**config.mk**
```make
export PLATFORM = sky130hd
export DESIGN_NAME = lru_frame_reclaimer_top
export DESIGN_NICKNAME = d
export VERILOG_FILES = /design/src/rtl/lfr_pkg.sv /design/src/rtl/lfr_frame_store.sv /design/src/rtl/lru_frame_reclaimer_top.sv
export VERILOG_INCLUDE_DIRS = /design/src /design/src/rtl
export SDC_FILE = /design/constraint.sdc
export NUM_CORES = 1
export LEC_CHECK = 0
export BUFFER_PORTS_ARGS = -buffer_cell sky130_fd_sc_hd__clkbuf_2
export CAP_MARGIN = 20
export CORE_ASPECT_RATIO = 1.1
export CORE_UTILIZATION = 42
export DETAILED_ROUTE_END_ITERATION = 12
export GPL_TIMING_DRIVEN = 0
export PLACE_DENSITY_LB_ADDON = 0.2
export SLEW_MARGIN = 20
export SYNTH_ARGS = -nofsm -noshare
export SYNTH_HDL_FRONTEND = slang
export SYNTH_SLANG_ARGS = --single-unit
```
**constraint.sdc**
```tcl
create_clock -name clk -period 12.57 [get_ports clk]
set_input_delay 0 -clock clk [delete_from_list [all_inputs] [get_ports clk]]
set_output_delay 0 -clock clk [all_outputs]
set_load 0.02 [all_outputs]
```
**src/rtl/lru_frame_reclaimer_top_assert.svh**
```systemverilog
// ----------------------------------------------------------------------------
// Assertion macros for the frame reclaimer
// ----------------------------------------------------------------------------
`ifndef LRU_FRAME_RECLAIMER_TOP_ASSERT_SVH
`define LRU_FRAME_RECLAIMER_TOP_ASSERT_SVH

// same-cycle implication
`define LFR_ASSERT_IMP(lbl, ck, rs, ante, cons, msg) \
  lbl: assert property (@(posedge ck) disable iff (rs) (ante) |-> (cons)) else $error(msg);

// next-cycle implication
`define LFR_ASSERT_NXT(lbl, ck, rs, ante, cons, msg) \
  lbl: assert property (@(posedge ck) disable iff (rs) (ante) |=> (cons)) else $error(msg);

`endif

```
**src/rtl/lfr_pkg.sv**
```systemverilog
// ----------------------------------------------------------------------------
// lfr_pkg
// Shared types and constants of the frame reclaimer.
// ----------------------------------------------------------------------------
package lfr_pkg;

  localparam logic [1:0] OP_PLACE   = 2'd0;
  localparam logic [1:0] OP_FREE    = 2'd1;
  localparam logic [1:0] OP_RECLAIM = 2'd2;

  localparam int         MAX_RESULTS = 16;
  localparam logic [4:0] LIMIT_RESET = 5'd12;

  typedef enum logic [3:0] {
    ST_IDLE  = 4'b0001,
    ST_SCAN  = 4'b0010,
    ST_LAST  = 4'b0100,
    ST_EVICT = 4'b1000
  } lfr_state_t;

  // frame store port control
  typedef struct packed {
    logic we;
    logic re;
  } store_ctl_t;

endpackage

```
**src/rtl/lfr_frame_store.sv**
```systemverilog
// ----------------------------------------------------------------------------
// lfr_frame_store
// Page and timestamp memory, one write port and one registered read port.
// ----------------------------------------------------------------------------
module lfr_frame_store
  import lfr_pkg::*;
#(
  parameter int FRAME_COUNT = 16,
  parameter int TIME_BITS   = 32,
  parameter int PAGE_BITS   = 16,
  localparam int IDX_W      = $clog2(FRAME_COUNT)
) (
  input  logic                 clk,
  input  store_ctl_t           ctl,
  input  logic [IDX_W-1:0]     wr_addr,
  input  logic [PAGE_BITS-1:0] wr_page,
  input  logic [TIME_BITS-1:0] wr_time,
  input  logic [IDX_W-1:0]     rd_addr,
  output logic [PAGE_BITS-1:0] rd_page,
  output logic [TIME_BITS-1:0] rd_time
);

  logic [PAGE_BITS-1:0] page_mem [FRAME_COUNT];
  logic [TIME_BITS-1:0] time_mem [FRAME_COUNT];

  always_ff @(posedge clk) begin
    if (ctl.we) begin
      page_mem[wr_addr] <= wr_page;
      time_mem[wr_addr] <= wr_time;
    end
    if (ctl.re) begin
      rd_page <= page_mem[rd_addr];
      rd_time <= time_mem[rd_addr];
    end
  end

endmodule

```
**src/rtl/lru_frame_reclaimer_top.sv**
```systemverilog
// ----------------------------------------------------------------------------
// lru_frame_reclaimer_top
// Place, free and opcode 3 leave busy low, so the next item can follow.
// Reclaim: each eviction is a scan of all frames through the one memory read port
// and one time comparator, followed by the LAST and EVICT states; up to 16 results.
// An empty reclaim gives its single result in the cycle after the item.
// Results are strobed for one cycle each and cannot be stalled.
// Synchronous reset empties the table and sets the limit to 12; no clearing pass.
// ----------------------------------------------------------------------------
`include "lru_frame_reclaimer_top_assert.svh"

module lru_frame_reclaimer_top
  import lfr_pkg::*;
#(
  parameter int FRAME_COUNT = 16,
  parameter int TIME_BITS   = 32,
  parameter int PAGE_BITS   = 16
) (
  input  logic        clk,
  input  logic        rst,
  input  logic        start,
  output logic        busy,
  input  logic [1:0]  opcode,
  input  logic [3:0]  frame_index,
  input  logic [15:0] page_number,
  input  logic [31:0] ref_time,
  input  logic        cfg_we,
  input  logic [4:0]  cfg_wdata,
  output logic        result_strobe,
  output logic        evicted_valid,
  output logic [15:0] evicted_page,
  output logic [3:0]  evicted_frame,
  output logic        last_of_run
);

  localparam int IDX_W = $clog2(FRAME_COUNT);
  localparam int CNT_W = $clog2(FRAME_COUNT + 1);
  localparam int RUN_W = $clog2(MAX_RESULTS + 1);

  lfr_state_t           state;
  logic [4:0]           occupancy_limit;
  logic [FRAME_COUNT-1:0] occ;
  logic [CNT_W-1:0]     occ_count;
  logic [IDX_W-1:0]     scan_idx;
  logic [RUN_W-1:0]     run_count;

  logic                 cmp_vld;
  logic                 cmp_occ;
  logic [IDX_W-1:0]     cmp_idx;
  logic                 best_found;
  logic [IDX_W-1:0]     best_idx;
  logic [TIME_BITS-1:0] best_time;
  logic [PAGE_BITS-1:0] best_page;

  store_ctl_t           store_ctl;
  logic [IDX_W-1:0]     wr_addr;
  logic [PAGE_BITS-1:0] rd_page;
  logic [TIME_BITS-1:0] rd_time;

  logic                 accept;
  logic                 in_range;
  logic                 can_evict;
  logic [CNT_W-1:0]     count_after;
  logic                 run_last;

  assign busy        = (state != ST_IDLE);
  assign accept      = start && !busy;
  assign wr_addr     = IDX_W'(frame_index);
  assign in_range    = (32'(frame_index) < FRAME_COUNT);
  assign can_evict   = (32'(occ_count) >= 32'(occupancy_limit)) && (occ_count != '0);
  assign count_after = occ_count - CNT_W'(1);
  assign run_last    = (run_count == RUN_W'(MAX_RESULTS - 1))
                    || (32'(count_after) < 32'(occupancy_limit))
                    || (count_after == '0);

  assign store_ctl.we = accept && (opcode == OP_PLACE) && in_range;
  assign store_ctl.re = (state == ST_SCAN);

  lfr_frame_store #(
    .FRAME_COUNT (FRAME_COUNT),
    .TIME_BITS   (TIME_BITS),
    .PAGE_BITS   (PAGE_BITS)
  ) u_store (
    .clk     (clk),
    .ctl     (store_ctl),
    .wr_addr (wr_addr),
    .wr_page (PAGE_BITS'(page_number)),
    .wr_time (TIME_BITS'(ref_time)),
    .rd_addr (scan_idx),
    .rd_page (rd_page),
    .rd_time (rd_time)
  );

  // configuration register
  always_ff @(posedge clk) begin
    if (rst) begin
      occupancy_limit <= LIMIT_RESET;
    end else if (cfg_we) begin
      occupancy_limit <= cfg_wdata;
    end
  end

  // control
  always_ff @(posedge clk) begin
    if (rst) begin
      state         <= ST_IDLE;
      occ           <= '0;
      occ_count     <= '0;
      scan_idx      <= '0;
      run_count     <= '0;
      cmp_vld       <= 1'b0;
      result_strobe <= 1'b0;
    end else begin
      result_strobe <= 1'b0;
      cmp_vld       <= (state == ST_SCAN);
      case (state)
        ST_IDLE: begin
          if (accept) begin
            case (opcode)
              OP_PLACE: begin
                if (in_range && !occ[wr_addr]) begin
                  occ[wr_addr] <= 1'b1;
                  occ_count    <= occ_count + CNT_W'(1);
                end
              end
              OP_FREE: begin
                if (in_range && occ[wr_addr]) begin
                  occ[wr_addr] <= 1'b0;
                  occ_count    <= occ_count - CNT_W'(1);
                end
              end
              OP_RECLAIM: begin
                if (can_evict) begin
                  state     <= ST_SCAN;
                  scan_idx  <= '0;
                  run_count <= '0;
                end else begin
                  result_strobe <= 1'b1;
                end
              end
              default: ;
            endcase
          end
        end
        ST_SCAN: begin
          scan_idx <= scan_idx + IDX_W'(1);
          if (scan_idx == IDX_W'(FRAME_COUNT - 1)) begin
            state <= ST_LAST;
          end
        end
        ST_LAST: begin
          state <= ST_EVICT;
        end
        ST_EVICT: begin
          occ[best_idx] <= 1'b0;
          occ_count     <= count_after;
          run_count     <= run_count + RUN_W'(1);
          result_strobe <= 1'b1;
          scan_idx      <= '0;
          state         <= run_last ? ST_IDLE : ST_SCAN;
        end
        default: state <= ST_IDLE;
      endcase
    end
  end

  // scan datapath: the memory read is registered, and the index and occupied mark are registered alongside it
  always_ff @(posedge clk) begin
    if (state == ST_SCAN) begin
      cmp_idx <= scan_idx;
      cmp_occ <= occ[scan_idx];
    end
    if (state == ST_EVICT || accept) begin
      best_found <= 1'b0;
    end else if (cmp_vld && cmp_occ && (!best_found || rd_time < best_time)) begin
      // strict less-than keeps the lowest index on equal times
      best_found <= 1'b1;
      best_idx   <= cmp_idx;
      best_time  <= rd_time;
      best_page  <= rd_page;
    end
  end

  // result payload
  always_ff @(posedge clk) begin
    if (state == ST_EVICT) begin
      evicted_valid <= 1'b1;
      evicted_page  <= 16'(best_page);
      evicted_frame <= 4'(best_idx);
      last_of_run   <= run_last;
    end else if (accept && opcode == OP_RECLAIM) begin
      evicted_valid <= 1'b0;
      evicted_page  <= '0;
      evicted_frame <= '0;
      last_of_run   <= 1'b1;
    end
  end

  `LFR_ASSERT_IMP(a_count_matches, clk, rst, 1'b1, $countones(occ) == 32'(occ_count), "occupied count out of step with marks")
  `LFR_ASSERT_NXT(a_evict_strobes, clk, rst, state == ST_EVICT, result_strobe && evicted_valid, "eviction gave no valid result")
  `LFR_ASSERT_IMP(a_last_idles, clk, rst, result_strobe && last_of_run, state == ST_IDLE, "block still busy after last result")
  `LFR_ASSERT_IMP(a_mid_scans, clk, rst, result_strobe && !last_of_run, state == ST_SCAN && evicted_valid, "run continued without a new scan")

endmodule
```
After elaboration in Yosys (flattened, before gate mapping)
Memory sizes are Yosys's and may differ from the RTL's. A register that Yosys moved wholly into a read port is not among the register bits.
Cells that the tools add are included.
{"block": "op_classes", "add_sub_neg": 4, "magnitude_cmp": 8, "n_eq_ne": 16, "mux": 44, "bitwise_logic": 6, "reduce_logical": 25}
{"op": "$mux W16", "n": 5}
{"op": "$pmux W16 S2", "n": 2}
{"op": "$mux W4", "n": 9}
{"op": "$and A16 B16 Y16", "n": 2}
{"op": "$lt A32 B32 Y1", "n": 1}
{"op": "$not A16 Y16", "n": 2}
{"op": "$mux W5", "n": 6}
{"op": "$pmux W5 S2", "n": 3}
{"op": "$or A16 B16 Y16", "n": 1}
{"op": "$pmux W4 S4", "n": 1}
{"op": "$lt A4 B5 Y1 const B", "n": 3}
{"op": "$pmux W4 S3", "n": 1}
{"op": "$reduce_and A4 Y1", "n": 3}
{"op": "$mux W1", "n": 11}
{"op": "$add A5 B1 Y5 const B", "n": 2}
{"op": "$bmux W1 S4", "n": 2}
{"op": "$demux W1 S4", "n": 2}
{"op": "$eq A4 B4 Y1 const B", "n": 2}
{"op": "$ge A4 B1 Y1 const B", "n": 2}
{"op": "$logic_and A1 B1 Y1", "n": 8}
{"op": "$ne A2 B2 Y1 const B", "n": 3}
{"op": "$ne A3 B3 Y1 const B", "n": 2}
{"op": "$eq A5 B4 Y1 const B", "n": 1}
{"op": "$ge A5 B5 Y1", "n": 1}
{"op": "23 further kinds", "n": 28}
{"block": "word_totals", "regBits": 121, "ramBits": 768, "memories": 2}
{"memory": "u_store.time_mem", "words": 16, "word_bits": 32, "read_ports": 1, "rd_clocked_by_memory_dff": 1, "wr": 1, "line": "lfr_frame_store.sv:24", "rtl": "logic [TIME_BITS-1:0] time_mem [FRAME_COUNT];"}
{"memory": "u_store.page_mem", "words": 16, "word_bits": 16, "read_ports": 1, "rd_clocked_by_memory_dff": 1, "wr": 1, "line": "lfr_frame_store.sv:23", "rtl": "logic [PAGE_BITS-1:0] page_mem [FRAME_COUNT];"}

Logic depth before layout (Yosys ltp)
{"block": "logic_depth", "word_depth": 10, "ltp_mapped": 11, "depth_no_buf": 11}

Hierarchy
Synthesis repeated with hierarchy kept, for this count alone.
{"block": "unflattened", "cells_unflattened": 1811, "area_unflattened_um2": 36473.7}
{"module": "lfr_frame_store", "n_inst": 1, "cells_each": 1242, "area_per_inst_um2": 30171.4, "seq_area_each_um2": 24503.5}
{"module": "lru_frame_reclaimer_top", "n_inst": 1, "cells_each": 569, "area_per_inst_um2": 6302.3, "seq_area_each_um2": 3203.1}

Worst setup path before layout
OpenSTA, ideal clock, no wires.
{"block": "synth_path", "path_kind": "flip-flop to flip-flop", "start": "reg state[2]", "end": "mem u_store.page_mem[10][0], enable pin", "setup_time_ns": 0.513, "arrival_ns": 5.135, "t_required_ns": 12.057, "setup_slack_ns": 6.922, "path_stages_with_launch": 8, "path_buffers": 3, "synth_period_minus_slack_ns": 5.648, "path_cell_list": "dfxtp_1 > clkbuf_1 > nor4b_4 > inv_2 > or4b_1 > buf_2 > buf_6 > nor3_1"}
{"block": "synth_via", "elab_chain_cells": 6}
{"element": "start, declared", "line": "lru_frame_reclaimer_top.sv:40", "rtl": "lfr_state_t state;"}
{"element": "start signal, assigned", "line": "lru_frame_reclaimer_top.sv:160", "rtl": "state <= run_last ? ST_IDLE : ST_SCAN;"}
{"element": "$ne A4 B1 Y1", "line": "lru_frame_reclaimer_top.sv:66", "rtl": "assign busy = (state != ST_IDLE);"}
{"element": "net busy", "line": "lru_frame_reclaimer_top.sv:22", "rtl": "output logic busy,"}
{"element": "$logic_not A1 Y1", "line": "lru_frame_reclaimer_top.sv:67", "rtl": "assign accept = start && !busy;"}
{"element": "$logic_and A1 B1 Y1", "line": "lru_frame_reclaimer_top.sv:67"}
{"element": "$logic_and A1 B1 Y1", "line": "lru_frame_reclaimer_top.sv:76", "rtl": "assign store_ctl.we = accept && (opcode == OP_PLACE) && in_range;"}
{"element": "$mux W1", "line": "lfr_frame_store.sv:27", "rtl": "if (ctl.we) begin"}
{"element": "$mux W1 (not written as such)", "line": "lfr_frame_store.sv:28", "rtl": "page_mem[wr_addr] <= wr_page;"}
{"element": "end, declared", "line": "lfr_frame_store.sv:23"}
The timed path passes the listed nets, and every way through them passes these cells.

Final worst setup path
{"block": "layout_path", "start": "reg state[2]", "end": "mem u_store.time_mem[10][18], enable pin"}
{"block": "layout_via", "elab_chain_cells": 6}
{"element": "$ne A4 B1 Y1", "line": "lru_frame_reclaimer_top.sv:66"}
{"element": "$logic_not A1 Y1", "line": "lru_frame_reclaimer_top.sv:67"}
{"element": "$logic_and A1 B1 Y1", "line": "lru_frame_reclaimer_top.sv:67"}
{"element": "$logic_and A1 B1 Y1", "line": "lru_frame_reclaimer_top.sv:76"}
{"element": "$mux W1", "line": "lfr_frame_store.sv:27"}
{"element": "$mux W1 (not written as such)", "line": "lfr_frame_store.sv:29", "rtl": "time_mem[wr_addr] <= wr_time;"}
{"element": "end, declared", "line": "lfr_frame_store.sv:24"}
Every way passes these cells.

==> flow_summary_export.csv <==
group,metric,value,unit
synthesis,synth-simple-area-share,0.02663,
worst_setup_path,crit_type,"reg -> reg",
finish,layout-drive-gt1-share,0.2918,
cts,htreeDepth,3,
cts,hold_buffers,64,
timing,setup_viol,0,
worst_setup_path,critPathMaxFanout,10,
timing,fin_crit_sh,0.2988,
place,port_buffers,85,
cts,ctsResizeCount,0,
timing,worst_pin_slew,1.071,ns
timing,post-route-min-period,3.756,ns
cts,clk_pin_slew,0.06,ns
grt,antenna_found_initial,4,
finish,regArea,27710,um2
finish,area_growth,18.95,%
finish,finalCoreUtilization,0.5075,
detailed_routing,first_pass_iters,5,
synthesis,synth_top_area_cell,"edfxtp_1",
floorplan,initial_core_util,0.4267,
synthesis,synth_edf_count,894,
floorplan,ios,87,
timing,maxSlewHeadroom,0.2863,
synthesis,synthDistinctLibCells,53,
grt,grt_pass1_wl,125800,um
worst_setup_path,crit_path_end_kind,"flip-flop",
pwr,p_per_area,148.3,nW/um2
synthesis,synth_area_leaders,"edfxtp_1 74%, mux4_2 15%, dfxtp_1 2.4%",
synthesis,synthesis.nets,1782,
finish,fillCellCount,6752,
cts,clock_sinks,937,
synthesis,ys_ff_latch,937,
worst_setup_path,cp-start-kind,"flip-flop",
floorplan,core_area,85340,um2
floorplan,rows,112,
timing,skew,0.02714,ns
synthesis,synth_cells,1671,
detailed_routing,ant_nets,0,
timing,drv_slew,0,
floorplan,die_h,310.8,um
synthesis,syn_area,36410,um2
finish,layoutNonFillerInstCount,3205,
synthesis,yosysTopAreaCellShare,0.7372,
grt,grt_util_all_layers,0.1999,
finish,layout.nets,2101,
synthesis,synthArstFlopShare,0,
detailed_routing,drc,0,
finish,multi_input_area,8310,um2
synthesis,synth_mux_area_frac,0.1568,
flow_run,cap_violations,0,
synthesis,yosys_warnings,0,
timing,finalSetupTns,0,ns
synthesis,synth_seq_area_share,0.7609,
detailed_routing,drt-total-wl,85160,um
detailed_routing,vias,17880,
worst_setup_path,arrival,4.10,ns
place,placed_cells,2971,
cts,insertion_delay,0.65,ns
pwr,ir_drop,0.09745,mV
place,dpl.hpwl,54730,um
detailed_routing,wl_per_cell,26.57,um
grt,overflow,0,
detailed_routing,routed_via_density,5.578,
floorplan,dieArea,87880,um2
status,outcome,"completed",
floorplan,die_w,282.7,um
timing,rsz0062_at_grt,"no",
synthesis,synth_compound_gate_area_share,0.02326,
place,globalplace.congestion,0.8451,
cts,clockRootBuffer,"clkbuf_16",
pwr,power_leakage,13.82,nW
synthesis,synthAdderAreaFrac,0.01649,
cts,clk_path_buf_depth,3,
synthesis,avgSynthCellArea,21.79,um2
synthesis,synth_xor_area_frac,0.001684,
grt,grt_pass1_vias,18640,
cts,cts_made_buffers,93,
grt,grt_max_degree,33,
synthesis,synth_flop_cell,"edfxtp_1",
timing,hold_viol_final,0,
worst_setup_path,worstPathRequired,12.91,ns
detailed_routing,drt_iter0_drc,1853,
timing,max_freq,266.2,MHz
hold_path,hold_class,"in -> reg",
cts,cts_tree,"yes",
cts,postCtsSetupBuffers,0,
synthesis,synth_top_family_by_area,"multiplexers",
[critical path: stages, from the launching register on]
cell	delay (ns)
dfxtp_1	0.30
clkbuf_1	0.21
nor4b_4	0.58
inv_2	0.09
or4b_1	0.49
buf_2	0.27
buf_6	0.23
nor3_2	0.64
buf_6	0.24
buf_4	0.18
buf_4	0.21
[cell families after synthesis]
| kind of cell | Yosys count |
|---|---|
| multiplexers | 258 |
| XOR/XNOR | 7 |
| AND/OR/NAND/NOR | 178 |
| flip-flops | 937 |
| adder cells (fa/ha/maj) | 48 |
| buffers and inverters | 125 |
| AO/OA/AOI/OAI | 118 |
[per-layer routing]
| metal | global-route usage | vias up | share of wire |
|---|---|---|---|
| met2 | 0.3273 | 556 | 0.50 |
| met4 | 0.04423 | 4 | 0.014 |
| met3 | 0.03304 | 100 | 0.059 |
| li1 | - | 7646 | - |
| met1 | 0.2814 | 9572 | 0.43 |
| met5 | 0 | - | 0.00029 |
[stage by stage]
step	setup slack, ns	hold WS (ns)	instance area (um2)	power (mW)
floorplan	6.922	0.09887	36410	3.625
global placement	1.501	0.2185	38270	3.710
detailed placement	8.782	0.2346	39680	3.722
CTS	8.769	0.04976	43300	6.477
global route	8.670	0.09579	43310	6.616
finish	8.814	0.08461	43310	6.424
[synth_stat cells, types with 2 or more instances]
| library cell | instances |
|---|---|
| a211oi_1 | 3 |
| a21o_1 | 17 |
| a21oi_1 | 22 |
| a22o_1 | 4 |
| a31oi_1 | 2 |
| a32o_1 | 24 |
| and2_1 | 22 |
| buf_1 | 10 |
| buf_2 | 17 |
| buf_6 | 4 |
| clkbuf_1 | 50 |
| dfxtp_1 | 43 |
| edfxtp_1 | 894 |
| ha_1 | 48 |
| inv_1 | 42 |
| inv_2 | 2 |
| mux2i_1 | 7 |
| mux4_1 | 2 |
| mux4_2 | 247 |
| nand2_1 | 25 |
| nand2b_1 | 11 |
| nand3_1 | 16 |
| nand3b_1 | 3 |
| nand4_1 | 9 |
| nor2_1 | 40 |
| nor2b_1 | 15 |
| nor3_1 | 17 |
| nor4_1 | 3 |
| o211ai_1 | 15 |
| o21a_1 | 2 |
| o21ai_0 | 20 |
| o21ai_1 | 2 |
| o31ai_1 | 2 |
| or2_2 | 4 |
| or3_1 | 3 |
| or4b_1 | 2 |
| xnor2_1 | 4 |
| xor2_1 | 3 |
[layout by cell type (no fill, tap or decap), types with 13 or more instances in the layout]
cell type,netlist,final
a21o_1,17,17
a21oi_1,22,21
a32o_1,24,24
and2_1,22,22
buf_12,0,16
buf_16,0,24
buf_2,17,20
buf_4,0,28
clkbuf_1,50,55
clkbuf_16,0,95
clkbuf_2,0,94
clkinv_1,0,23
clkinv_2,0,21
dfxtp_1,43,43
dlygate4sd3_1,0,64
edfxtp_1,894,894
ha_1,48,48
inv_1,42,42
mux4_2,247,247
nand2_1,25,24
nand3_1,16,16
nor2_1,40,35
nor3_1,17,13
o211ai_1,15,15
o21ai_0,20,20
[registers in the layout, summed over array words and instances (netlist names), 4 cells and up, named ones only]
signal / cells
best_page: 16
state: 4
scan_idx: 4
run_count: 5
u_store.time_mem: 512
best_time: 32
occupancy_limit: 5
cmp_idx: 4
evicted_page: 16
u_store.rd_time: 32
evicted_frame: 4
u_store.page_mem: 256
best_idx: 4
occ_count: 5
u_store.rd_page: 16
[final timing paths]
kind,from,to,slack [ns],cells past startpoint
min,frame_index[0],u_store.page_mem[4][4],0.08,4
max reg2reg,state[2],u_store.time_mem[10][18],8.81,10
min reg2reg,u_store.rd_page[12],best_page[12],0.41,0
max,state[2],u_store.time_mem[10][18],8.81,10
[final cells by class]
cell class	count	area share
Timing Repair Buffer	224	0.05402
Clock inverter	60	0.01297
Multi-Input combinational cell	609	0.1919
Tap cell	1140	0.03293
Clock buffer	108	0.05601
Buffer	81	0.008550
Antenna cell	2	0.0001155
Inverter	44	0.003871
Sequential cell	937	0.6397
[power breakdown]
group	internal [mW]	total, mW	switching, mW	leakage (nW)
registers	3.43	3.44	0.0106	8.39
logic	0.0825	0.227	0.144	3.96
clock network	1.60	2.75	1.15	1.47
total	5.12	6.42	1.31	13.8
Power figures use the tool's default switching activity.
